### config.mk
export PLATFORM = sky130hd
export DESIGN_NAME = hdm_ctrl
export DESIGN_NICKNAME = d
export VERILOG_FILES = /design/src/hw/rtl/hdm_pkg.sv /design/src/hw/rtl/hdm_ctrl.sv
export SDC_FILE = /design/constraint.sdc
export NUM_CORES = 1
export LEC_CHECK = 0
export ABC_AREA = 1
export BUFFER_PORTS_ARGS = -buffer_cell sky130_fd_sc_hd__buf_2
export CORE_AREA = 2 2 39 41
export CTS_CLUSTER_DIAMETER = 80
export CTS_CLUSTER_SIZE = 8
export DETAILED_ROUTE_END_ITERATION = 16
export DIE_AREA = 0 0 41 43
export HOLD_SLACK_MARGIN = 0.1
export PLACE_DENSITY_LB_ADDON = 0.05
export SLEW_MARGIN = 20
export SYNTH_ARGS = -nofsm -noshare
export SYNTH_HDL_FRONTEND = slang
export SYNTH_SLANG_ARGS = --single-unit
### constraint.sdc
create_clock -name clk -period 1.6 [get_ports clk]
set_input_delay 0.32 -clock clk [delete_from_list [all_inputs] [get_ports clk]]
set_output_delay 0.32 -clock clk [all_outputs]
set_load 0.01 [all_outputs]
### src/hw/rtl/hdm_pkg.sv
// ----------------------------------------------------------------------------
// hdm_pkg: shared types and constants for the Hamming descriptor matcher
// Request and match payloads, command codes, config register indexes and
// the controller to datapath command and status groups.
// ----------------------------------------------------------------------------
package hdm_pkg;

  localparam int MAX_REFS_DEFAULT = 1024;

  localparam int CFG_IDX_W  = 3;
  localparam int CFG_DATA_W = 16;
  localparam int DIST_W     = 13;
  localparam int REF_OUT_W  = 10;

  localparam logic [1:0] CMD_CLEAR = 2'd0;
  localparam logic [1:0] CMD_LOAD  = 2'd1;
  localparam logic [1:0] CMD_QUERY = 2'd2;

  localparam logic [CFG_IDX_W-1:0] CFG_USE_RATIO   = 3'd0;
  localparam logic [CFG_IDX_W-1:0] CFG_RATIO_THR   = 3'd1;
  localparam logic [CFG_IDX_W-1:0] CFG_USE_PENALTY = 3'd2;
  localparam logic [CFG_IDX_W-1:0] CFG_JUMP_RADIUS = 3'd3;
  localparam logic [CFG_IDX_W-1:0] CFG_JUMP_PEN    = 3'd4;

  typedef enum logic [1:0] {
    ST_ACCEPTED = 2'd0,
    ST_REJECTED = 2'd1,
    ST_EMPTY    = 2'd2
  } match_status_t;

  typedef enum logic [1:0] {
    S_IDLE,
    S_SCAN,
    S_DRAIN,
    S_FINISH
  } ctrl_state_t;

  typedef struct packed {
    logic [1:0]  command;
    logic [63:0] desc_word0;
    logic [63:0] desc_word1;
    logic [63:0] desc_word2;
    logic [63:0] desc_word3;
    logic [15:0] pos_x;
    logic [15:0] pos_y;
    logic [15:0] query_id;
  } req_item_t;

  typedef struct packed {
    logic [15:0]          match_query;
    logic [REF_OUT_W-1:0] match_ref;
    logic [DIST_W-1:0]    match_distance;
    logic [1:0]           status;
  } match_item_t;

  typedef struct packed {
    logic clear;
    logic load;
    logic start;
    logic issue;
    logic finish;
  } hdm_cmd_t;

  typedef struct packed {
    logic set_empty;
    logic scan_last;
    logic pipe_busy;
    logic out_full;
  } hdm_stat_t;

endpackage

### src/hw/rtl/hdm_ctrl.sv
// ----------------------------------------------------------------------------
// hdm_ctrl: sequencing state machine of the descriptor matcher
// Takes requests while idle, steps the reference scan, waits for the
// datapath pipeline to drain and hands the result to the output register.
// ----------------------------------------------------------------------------
module hdm_ctrl
  import hdm_pkg::*;
(
  input  logic       clk,
  input  logic       rst,
  input  logic       req_valid,
  input  logic [1:0] req_command,
  output logic       req_stall,
  input  hdm_stat_t  stat,
  output hdm_cmd_t   cmd
);

  ctrl_state_t state, state_next;
  logic        accept;

  always_ff @(posedge clk) begin
    if (rst) begin
      state <= S_IDLE;
    end else begin
      state <= state_next;
    end
  end

  always_comb begin
    state_next = state;
    accept     = 1'b0;
    cmd        = '0;
    req_stall  = 1'b1;
    unique case (state)
      S_IDLE: begin
        req_stall = 1'b0;
        accept    = req_valid;
        cmd.clear = accept && (req_command == CMD_CLEAR);
        cmd.load  = accept && (req_command == CMD_LOAD);
        cmd.start = accept && (req_command == CMD_QUERY);
        if (cmd.start) begin
          state_next = stat.set_empty ? S_DRAIN : S_SCAN;
        end
      end
      S_SCAN: begin
        cmd.issue = 1'b1;
        if (stat.scan_last) begin
          state_next = S_DRAIN;
        end
      end
      S_DRAIN: begin
        if (!stat.pipe_busy) begin
          state_next = S_FINISH;
        end
      end
      S_FINISH: begin
        if (!stat.out_full) begin
          cmd.finish = 1'b1;
          state_next = S_IDLE;
        end
      end
      default: state_next = S_IDLE;
    endcase
  end

endmodule

Word level (Yosys, flattened, before mapping)
Cells that the tools add are included.
{ "totals": {"ff_bits": 2, "input_bits": 9, "output_inout_bits": 6} }
{ "classes": {"n_eq_ne": 9, "n_mux": 11, "reduce_logical": 6} }
{ "ops": {"columns": ["op", "count"], "rows": [
  ["$mux W2", 5],
  ["$ne A2 B2 Y1 const B", 4],
  ["$pmux W2 S4", 1],
  ["$eq A2 B2 Y1 const B", 3],
  ["$eq A2 B1 Y1 const B", 2],
  ["$logic_not A2 Y1", 2],
  ["$mux W1", 4],
  ["$reduce_and A4 Y1", 1],
  ["$logic_and A1 B1 Y1", 3],
  ["$mux W3", 1]
]} }

Logic depth before layout (Yosys ltp)
Gate-level depths: netlist of run 1.
{ "depth": {"depth_word": 4, "depth_mapped": 9} }

Worst setup path after synthesis of run 1
OpenSTA, ideal clock, no wires.
{ "synth_path": {"path_type": "register to output", "start": "register state[0]", "end": "output port cmd[3] in the netlist's numbering", "arrival_time_ps": 1045, "required_time_ps": 1280, "path_slack_ps": 235, "path_stages_with_launch": 5, "n_path_buf": 0, "cell_sequence": "dfxtp_1 -> inv_1 -> ha_1 -> inv_1 -> nor4_1"} }
{ "synth_lines": {"columns": ["item", "line", "source"], "rows": [
  ["start, declared", "hdm_ctrl.sv:18", "ctrl_state_t state, state_next;"],
  ["start signal, assigned", "hdm_ctrl.sv:25", "state <= state_next;"],
  ["end, declared", "hdm_ctrl.sv:15", "output hdm_cmd_t cmd"]
]} }

==> results.txt, run 1 <==
Status = completed
Post-Route WL = 602 um
Clk_skew = 0.00134 ns
Worst r2r path cells = 8
Pwr Density = 1670 mW/mm2
Initial core utilization = 0.188
Clock group share of total power = 0.174
Root buffer cell = clkbuf_4
Max cap viols = 0
Comb pwr share = 0.652
Most common cell in the netlist = inv_1
Sw Pwr = 0.307 mW
Number of synthesized flops with an enable pin = 0
Number of core rows = 14
Critical Path AT = 1.25 ns
Worst hold path class = input pin to register
Post-layout min period = 1.57 ns
CTS tree = done
Compound-Gate Fraction of Synth Area = 0.0577
Gr usage total = 0.0770
Multi-input gate area = 185 um2
Rel. slew slack = 0.843
LEAKAGE = 0.227 nW
Async SR Flop Fraction = 0
Reg clk slew, reported paths = 0.03 ns
Final worst slack = 0.0288 ns
Share of the synthesized area in the top cell type = 0.240
First-pass GRT wire length = 876 um
Via-to-Cell Ratio = 3.81
Top cells by area, synth = ha_1 24%, dfxtp_1 15%, inv_1 14%
Total area of sequential cells = 41.3 um2
First-pass DRT Iterations = 2
Largest family of logic cells by synthesized area = simple AND/OR/NAND/NOR gates
Synth unique cells = 14
Adder-Cell Fraction of Synth Area = 0.240
Crit Path Class = register to output port
Largest net degree at the start of global routing = 5
Post-Synth Simple-Gate Area = 0.389
Tightest Pin Transition = 0.234 ns
Hold buffer count at cts = 0
Pint = 0.330 mW
Fin util = 0.275
Die Y = 43 um
Seq pwr share = 0.174
Post-Syn Area = 260 um2
Initial antenna violation count = 0
Slew Limit Fails = 0
Die Wd = 41 um
Worst-path fanout max = 4
Synth Instances = 41
Hold_ws = 0.333 ns
Fillers = 164
Area leader, netlist = ha_1
Maximum VDD drop = 553 uV
Crit. Startpoint = state[1]
Most used DFF post-synth = dfxtp_1
Top reg by flops = state
Maximum buffer depth of the clock tree = 2
Number of remaining DRC errors = 0
H-tree depth = 1
Critical Path RT = 1.28 ns
Startpoint Class = register
Reg2Reg Capture Point = state[1]
Routability congestion estimate = 0.602
CTS Buf Count = 3
Setup TNS = 0 ns
Final ANT Viol Nets = 0
Final setup viols = 0
Filler-free cell count of the finished design = 74
Syn nets = 55
Routed wirelength normalized by instance count = 8.14 um
FF-to-FF Start = state[0]
Latest clock arrival within the worst-skew pair = 0.22 ns
Sequential share of the synthesized area = 0.154
Top cells by count, synth = 10 x inv_1, 8 x nand2_1, 5 x ha_1
Core area = 0.00138 mm2
Nets@finish = 74
Ports = 15
Pre-CTS WS = 0.241 ns
DR iter-0 viols = 7
Clock sinks = 2
Dpl cells = 71
Max reg flops = 2
Switching Fraction = 0.482
Count of warnings emitted by yosys = 0
Period utilisation layout = 0.982
Die area = 0.00176 mm2
Worst R2R Setup Slack = 0.43 ns
Mean Syn Cell Area = 6.35 um2
Share of cells above drive strength 1 = 0.431
Synth-to-Final Area Change = 46.2%
Vias in the first global route = 249
Detailed Place HPWL = 486 um
Largest regs = state: 2 flops
Final hold violations = 0
Xor/xnor share of the synthesized area = 0
Post-synthesis mux area share = 0
Vias = 282
Worst setup EP type = output port
N_diodes = 0
Worst setup path end = cmd[3]
Grt ovf = 0
Fmax = 636 MHz
Input/output buffers = 14
#FFs+latches synth = 2
-- power groups by stage --
stage                     Combinational [mW]  Clock, mW  Sequential [mW]
after floorplan                        0.310          0           0.0986
after global placement                 0.427          0            0.105
after detailed placement               0.412          0            0.104
after CTS                              0.418      0.121            0.106
after global routing                   0.472      0.128            0.115
final                                  0.415      0.111            0.111
-- cells in the final DEF (no fill, tap or decap), drive strengths merged --
cell type	count
clkinv	1
nand2	9
dfxtp	2
buf	14
nor2	6
a21oi	2
o21ai	1
nor4	2
nand3	3
clkbuf	3
ha	5
inv	10
-- how the worst min path moves through the flow --
stage / startpoint / to / slack (ns) / depth (start not counted)
after floorplan: rst / state[0] / 0.48 / 3
after global placement: state[1] / state[1] / 0.55 / 2
after detailed placement: state[1] / state[1] / 0.54 / 2
after CTS: rst / state[0] / 0.33 / 4
after global routing: rst / state[0] / 0.34 / 4
final: rst / state[0] / 0.33 / 4
-- cell families (layout without fill, tap and decap cells) --
group,count (synthesis),count (layout)
fa+ha+maj,5,5
flops,2,2
simple gates,20,20
compound gates,3,3
buf+inv,11,28
-- critical path, stage by stage, from the launching register on --
cell and delay (ns):
dfxtp_1 0.33, inv_2 0.08, ha_1 0.17, inv_1 0.09, nor4_1 0.18, buf_2 0.18
-- through the flow --
step / total power [mW] / cell area, um2
2_1_floorplan: 0.409 / 260
4_1_cts: 0.645 / 373
6_report: 0.637 / 380
3_5_place_dp: 0.517 / 350
5_1_grt: 0.715 / 380
3_3_place_gp: 0.533 / 350
-- repair_timing --
action / CTS / global route
setup buffers: 0 / 0
resized for setup: 1 / 3
setup endpoints to repair: 1 / 3
cloned: 0 / 0
pin swaps: 0 / 0
-- layer usage --
layer,routed length [um],vias up,GRT usage
li1,-,160,-
met1,276,109,0.0857
met2,254,13,0.100
met3,71,0,0.0471
met4,0,0,0.0600
met5,0,-,0
-- area by class of cell --
class	count	area share
multi-input cells	28	0.487
well taps	16	0.0526
clock buffers	3	0.0592
flip-flops and latches	2	0.109
inverters	11	0.109
repair buffers	14	0.184
Note: power is estimated with default switching activity, not from simulation.
==> run 2: changes to the inputs <==
- clock period: 1.6 -> 1.64 ns (I/O delays scaled with it)
==> results.txt, run 2 (synthesis gave the netlist of run 1 again) <==
Die area = 0.00176 mm2 (unchanged)
Final ANT Viol Nets = 0 (unchanged)
Number of remaining DRC errors = 0 (unchanged)
CTS Buf Count = 3 (unchanged)
Most frequent cells in the layout = 14 x buf_2, 8 x inv_1, 8 x nand2_1, 5 x ha_1, 4 x nor2_1 (unchanged)
Routed wirelength normalized by instance count = 8.14 um (unchanged)
First-pass DRT Iterations = 2 (unchanged)
Top reg by flops = state (unchanged)
Tightest Pin Transition = 0.234 ns (unchanged)
Cell depth of the worst setup path = 5 (unchanged)
Input/output buffers = 14 (unchanged)
Hold Path Stages = 4 (unchanged)
Crit-path leading delay family = buffers and inverters (unchanged)
Critical Path RT = 1.31 ns (was 1.28 ns)
Share of cells above drive strength 1 = 0.414 (was 0.431)
Filler-free cell count of the finished design = 74 (unchanged)
Post-layout min period = 1.59 ns
Fmax = 627 MHz
First-pass GRT wire length = 876 um (unchanged)
Rel. slew slack = 0.843 (unchanged)
Dpl cells = 71 (unchanged)
Largest regs = state: 2 flops (unchanged)
Nets@finish = 74 (unchanged)
Routability congestion estimate = 0.602 (unchanged)
Reg clk slew, reported paths = 0.03 ns (about the same)
CTS tree = done (unchanged)
Final hold violations = 0 (unchanged)
Met3 Use GR = 0.0471 (unchanged)
Largest net degree at the start of global routing = 5 (unchanged)
Die Wd = 41 um (unchanged)
Clk_skew = 0.00134 ns (unchanged)
Post-Route WL = 602 um (unchanged)
Worst hold path class = input pin to register (unchanged)
Synth-to-Final Area Change = 45.7% (was 46.2%)
Maximum VDD drop = 528 uV (was 553 uV)
Crit-path slowest cell = dfxtp_1 (unchanged)
Met2 usage = 0.100 (unchanged)
Worst setup EP type = output port (unchanged)
Maximum buffer depth of the clock tree = 2 (unchanged)
Worst R2R Setup Slack = 0.41 ns (was 0.43 ns)
Startpoint Class = register (unchanged)
Period utilisation layout = 0.972
Grt ovf = 0 (unchanged)
Gr usage total = 0.0770 (unchanged)
Number of core rows = 14 (unchanged)
Final worst slack = 0.0451 ns (was 0.0288 ns)
Vias in the first global route = 249 (unchanged)
Max cap viols = 0 (unchanged)
Worst r2r path cells = 8 (unchanged)
Worst-path fanout max = 4 (unchanged)
Latest clock arrival within the worst-skew pair = 0.22 ns (about the same)
Pre-CTS WS = 0.273 ns (was 0.241 ns)
Slew Limit Fails = 0 (unchanged)
Hold_ws = 0.348 ns (was 0.333 ns)
N_diodes = 0 (unchanged)
Via-to-Cell Ratio = 3.81 (unchanged)
Die Y = 43 um (unchanged)
Vias = 282 (unchanged)
Detailed Place HPWL = 486 um (unchanged)
Clock sinks = 2 (unchanged)
Initial core utilization = 0.188 (unchanged)
Postcts setup bufs = 0 (unchanged)
Max reg flops = 2 (unchanged)
LEAKAGE = 0.227 nW (about the same)
Met1 Use GR = 0.0857 (unchanged)
Critical Path Max Stage Delay = 0.33 ns (about the same)
Commonest non-fill, non-tap cell in the layout = buf_2 (unchanged)
Critical Path AT = 1.27 ns (was 1.25 ns)
Initial antenna violation count = 0 (unchanged)
Root buffer cell = clkbuf_4 (unchanged)
Worst path cell trace = inv_2 -> ha_1 -> inv_1 -> nor4_1 -> buf_2 (unchanged)
Setup TNS = 0 ns (unchanged)
Pwr Density = 1630 mW/mm2 (was 1670 mW/mm2)
GR peak layer = met2 (unchanged)
Final setup viols = 0 (unchanged)
Status = completed (unchanged)
CP bufs+invs = 3 (unchanged)
Ports = 15 (unchanged)
Crit Path Class = register to output port (unchanged)
Core area = 0.00138 mm2 (unchanged)
H-tree depth = 1 (unchanged)
Fin util = 0.274 (was 0.275)
DR iter-0 viols = 7 (unchanged)
[run 2: cell counts in the layout (fill, tap and decap cells not counted)]
No cell type changed its count.
[run 2: repair_timing]
item	CTS	global route
resized for setup	0	3
hold buffers	0	0
setup endpoints to repair	0	3
[run 2: worst min-delay path: cells and delay by family]
kind / cells / cell delay, ns
buffers and inverters: 2 / 0.11
AND/OR/NAND/NOR: 2 / 0.09
[run 2: metrics by stage]
| step | power [mW] | cell area (um2) |
|---|---|---|
| 4_1_cts | 0.626 | 373 |
| 5_1_grt | 0.694 | 379 |
| 3_5_place_dp | 0.504 | 350 |
| 6_report | 0.618 | 379 |
| 2_1_floorplan | 0.399 | 260 |
| 3_3_place_gp | 0.520 | 350 |
[run 2: cell type report]
class	instances	area (um2)
inverters	11	41.3
clock buffers	3	22.5
fillers	165	1000
multi-input cells	28	185
repair buffers	14	70.1
well taps	16	20.0
flip-flops and latches	2	40.0
[run 2: final timing paths]
kind,from,to
worst max-delay path,state[0],cmd[3]
worst min-delay path,rst,state[0]
worst max register to register,state[0],state[1]
worst min register to register,state[1],state[1]
[run 2: metal layers]
layer  vias up  routed length (um)
li1        160                   -
met1       109                 276
met2        13                 254
met3         0                  71
met4         0                   0
met5         -                   0
[run 2: report_power, final]
group,switching [mW],leakage [nW],internal [mW]
Sequential,0.0301,0.0166,0.0752
Clock,0.0275,0.0138,0.0807
Combinational,0.242,0.197,0.163
Total,0.299,0.227,0.319
==> run 3: changes to the inputs <==
- ABC_AREA: 1 -> unset
==> results.txt, run 3 <==
Top reg by flops = state (unchanged)
Sw Pwr = 0.186 mW (was 0.299 mW)
Input/output buffers = 14 (unchanged)
Worst-path fanout max = 3 (was 4)
Latest clock arrival within the worst-skew pair = 0.22 ns (about the same)
Period utilisation layout = 0.952 (was 0.972)
Synth Instances = 28 (was 41)
Final setup viols = 0 (unchanged)
Crit-path slowest cell = dfxtp_1 (unchanged)
Synth unique cells = 15 (was 14)
Crit Path Class = register to output port (unchanged)
Crit-path leading delay family = flip-flops (was buffers and inverters)
Reg clk slew, reported paths = 0.03 ns (about the same)
DR iter-0 viols = 3 (was 7)
Post-layout min period = 1.56 ns (was 1.59 ns)
RSZ-0062 raised after global routing = no
#FFs+latches synth = 2 (unchanged)
Final worst slack = 0.0786 ns (was 0.0451 ns)
First-pass GRT wire length = 710 um (was 876 um)
Routed wirelength normalized by instance count = 8.58 um (was 8.14 um)
Largest net degree at the start of global routing = 5 (unchanged)
Ports = 15 (unchanged)
Pre-CTS WS = 0.0255 ns (was 0.273 ns)
Final hold violations = 0 (unchanged)
Status = completed (unchanged)
Core area = 0.00138 mm2 (unchanged)
CP bufs+invs = 3 (unchanged)
Via-to-Cell Ratio = 3.98 (was 3.81)
Number of core rows = 14 (unchanged)
Top cells by count, synth = 5 x ha_1, 3 x inv_1, 3 x nor2_1 (was 10 x inv_1, 8 x nand2_1, 5 x ha_1)
Seq pwr share = 0.164 (was 0.170)
LEAKAGE = 0.203 nW (was 0.227 nW)
Commonest non-fill, non-tap cell in the layout = buf_2 (unchanged)
Post-synthesis mux area share = 0.135 (was 0)
Slew Limit Fails = 0 (unchanged)
Number of remaining DRC errors = 0 (unchanged)
Post-Synth Simple-Gate Area = 0.281 (was 0.389)
Clock sinks = 2 (unchanged)
Root buffer cell = clkbuf_4 (unchanged)
Most used DFF post-synth = dfxtp_1 (unchanged)
Fillers = 147 (was 165)
Fmax = 640 MHz (was 627 MHz)
Most common cell in the netlist = ha_1 (was inv_1)
Switching Fraction = 0.379 (was 0.484)
Clock group share of total power = 0.220 (was 0.175)
H-tree depth = 1 (unchanged)
Pint = 0.305 mW (was 0.319 mW)
Pwr Density = 1260 mW/mm2 (was 1630 mW/mm2)
First-pass DRT Iterations = 2 (unchanged)
Xor/xnor share of the synthesized area = 0 (unchanged)
Startpoint Class = register (unchanged)
Critical Path Max Stage Delay = 0.32 ns (was 0.33 ns)
Rel. slew slack = 0.834 (was 0.843)
Max cap viols = 0 (unchanged)
Async SR Flop Fraction = 0 (unchanged)
Syn nets = 42 (was 55)
Compound-Gate Fraction of Synth Area = 0.109 (was 0.0577)
Vias = 247 (was 282)
CTS tree = done (unchanged)
Setup TNS = 0 ns (unchanged)
Mean Syn Cell Area = 8.58 um2 (was 6.35 um2)
Post-Syn Area = 240 um2 (was 260 um2)
Hold_ws = 0.469 ns (was 0.348 ns)
Share of the synthesized area in the top cell type = 0.260 (was 0.240)
Count of warnings emitted by yosys = 0 (unchanged)
Critical Path AT = 1.23 ns (was 1.27 ns)
Worst path cell trace = inv_2 -> buf_6 -> ha_4 -> nand2_2 -> nor3b_2 -> buf_2 (was inv_2 -> ha_1 -> inv_1 -> nor4_1 -> buf_2)
Area leader, netlist = ha_1 (unchanged)
Top cells by area, synth = ha_1 26%, dfxtp_1 17%, mux2_2 9.4% (was ha_1 24%, dfxtp_1 15%, inv_1 14%)
Vias in the first global route = 218 (was 249)
Routability congestion estimate = 0.661 (was 0.602)
Sequential share of the synthesized area = 0.167 (was 0.154)
Worst setup EP type = output port (unchanged)
Max reg flops = 2 (unchanged)
Number of synthesized flops with an enable pin = 0 (unchanged)
N_diodes = 0 (unchanged)
Maximum buffer depth of the clock tree = 2 (unchanged)
Clk_skew = 0.00228 ns (was 0.00134 ns)
Maximum VDD drop = 422 uV (was 528 uV)
Grt ovf = 0 (unchanged)
CTS Buf Count = 3 (unchanged)
Critical Path RT = 1.31 ns (about the same)
Worst hold path class = input pin to register (unchanged)
Largest family of logic cells by synthesized area = simple AND/OR/NAND/NOR gates (unchanged)
Gr usage total = 0.0631 (was 0.0770)
Initial antenna violation count = 0 (unchanged)
Post-route cell area = 389 um2 (was 379 um2)
Share of cells above drive strength 1 = 0.587 (was 0.414)
Die area = 0.00176 mm2 (unchanged)
Final ANT Viol Nets = 0 (unchanged)
Comb pwr share = 0.616 (was 0.655)
Largest regs = state: 2 flops (unchanged)
Most frequent cells in the layout = 14 x buf_2, 4 x ha_1, 3 x nor2_1, 3 x clkbuf_4 (was 14 x buf_2, 8 x inv_1, 8 x nand2_1, 5 x ha_1, 4 x nor2_1)
Die Y = 43 um (unchanged)
Nets@finish = 62 (was 74)
Tightest Pin Transition = 0.249 ns (was 0.234 ns)
Die Wd = 41 um (unchanged)
Hold buffer count at cts = 0 (unchanged)
Synth-to-Final Area Change = 62.0% (was 45.7%)
Adder-Cell Fraction of Synth Area = 0.260 (was 0.240)
Initial core utilization = 0.174 (was 0.188)
Post-Route WL = 532 um (was 602 um)
Cell Area, Placed = 338 um2 (was 350 um2)
-- run 3: cell types whose count changed in the layout (fill, tap and decap cells not counted), moves of 2 or more --
cell      delta
nor3b_2      +2
nand3_1      -2
nor2b_1      +2
nand2b_1     +2
mux2_2       +2
inv_1        -7
nand2_1      -8
-- run 3: cell type report --
cell class / count / area [um2] / share of cell area
tap: 16 / 20.0 / 0.0514
timing repair buffer: 15 / 81.3 / 0.209
sequential: 2 / 40.0 / 0.103
inverter: 3 / 11.3 / 0.0289
multi-input combinational: 23 / 214 / 0.550
clock buffer: 3 / 22.5 / 0.0579
-- run 3: path summary, 6_finish.rpt --
path              startpoint        to  slack (ns)  depth (start not counted)
hold reg to reg     state[1]  state[1]        0.70                          3
hold / removal           rst  state[1]        0.47                          3
setup reg to reg    state[0]  state[0]        0.08                          5
setup / recovery    state[0]    cmd[3]        0.08                          6
-- run 3: logic make-up after synthesis --
| logic type | count (synthesis) |
|---|---|
| adders and majority gates | 5 |
| muxes | 3 |
| buffers and inverters | 3 |
| DFF | 2 |
| AOI/OAI and AO/OA | 3 |
| and+or+nand+nor | 12 |
-- run 3: through the flow --
step | cells | power [mW] | util
after floorplan | 28 | 0.261 | -
after detailed placement | 59 | 0.344 | 0.244
after global placement | 59 | 0.345 | 0.244
after global routing | 62 | 0.542 | 0.281
after CTS | 62 | 0.495 | 0.278
final | 62 | 0.491 | 0.281
-- run 3: per-layer routing --
| layer | routed length [um] | track usage | vias to the layer above |
|---|---|---|---|
| met4 | 0 | 0.0600 | 0 |
| met1 | 211 | 0.0605 | 104 |
| li1 | - | - | 130 |
| met2 | 257 | 0.100 | 13 |
| met5 | 0 | 0 | - |
| met3 | 63 | 0.0157 | 0 |
-- run 3: power groups by stage --
stage / registers (mW) / clock network, mW / logic [mW]
CTS: 0.0783 / 0.116 / 0.301
global placement: 0.0792 / 0 / 0.266
floorplan: 0.0767 / 0 / 0.184
detailed placement: 0.0790 / 0 / 0.265
finish: 0.0806 / 0.108 / 0.302
global route: 0.0829 / 0.114 / 0.345
-- run 3: repair_timing --
action | in CTS | in global routing
pin swaps | 0 | 2
buffers inserted | 0 | 0
gates resized for setup | 5 | 3
endpoints found under the hold margin | 0 | 0
endpoints found under the setup margin | 3 | 4
-- run 3: worst reg2reg max path, stage by stage, from the launching register on --
cell and delay (ns):
dfxtp_1 0.36, inv_2 0.06, ha_1 0.22, a22o_1 0.23
a211oi_2 0.22, mux2_2 0.37
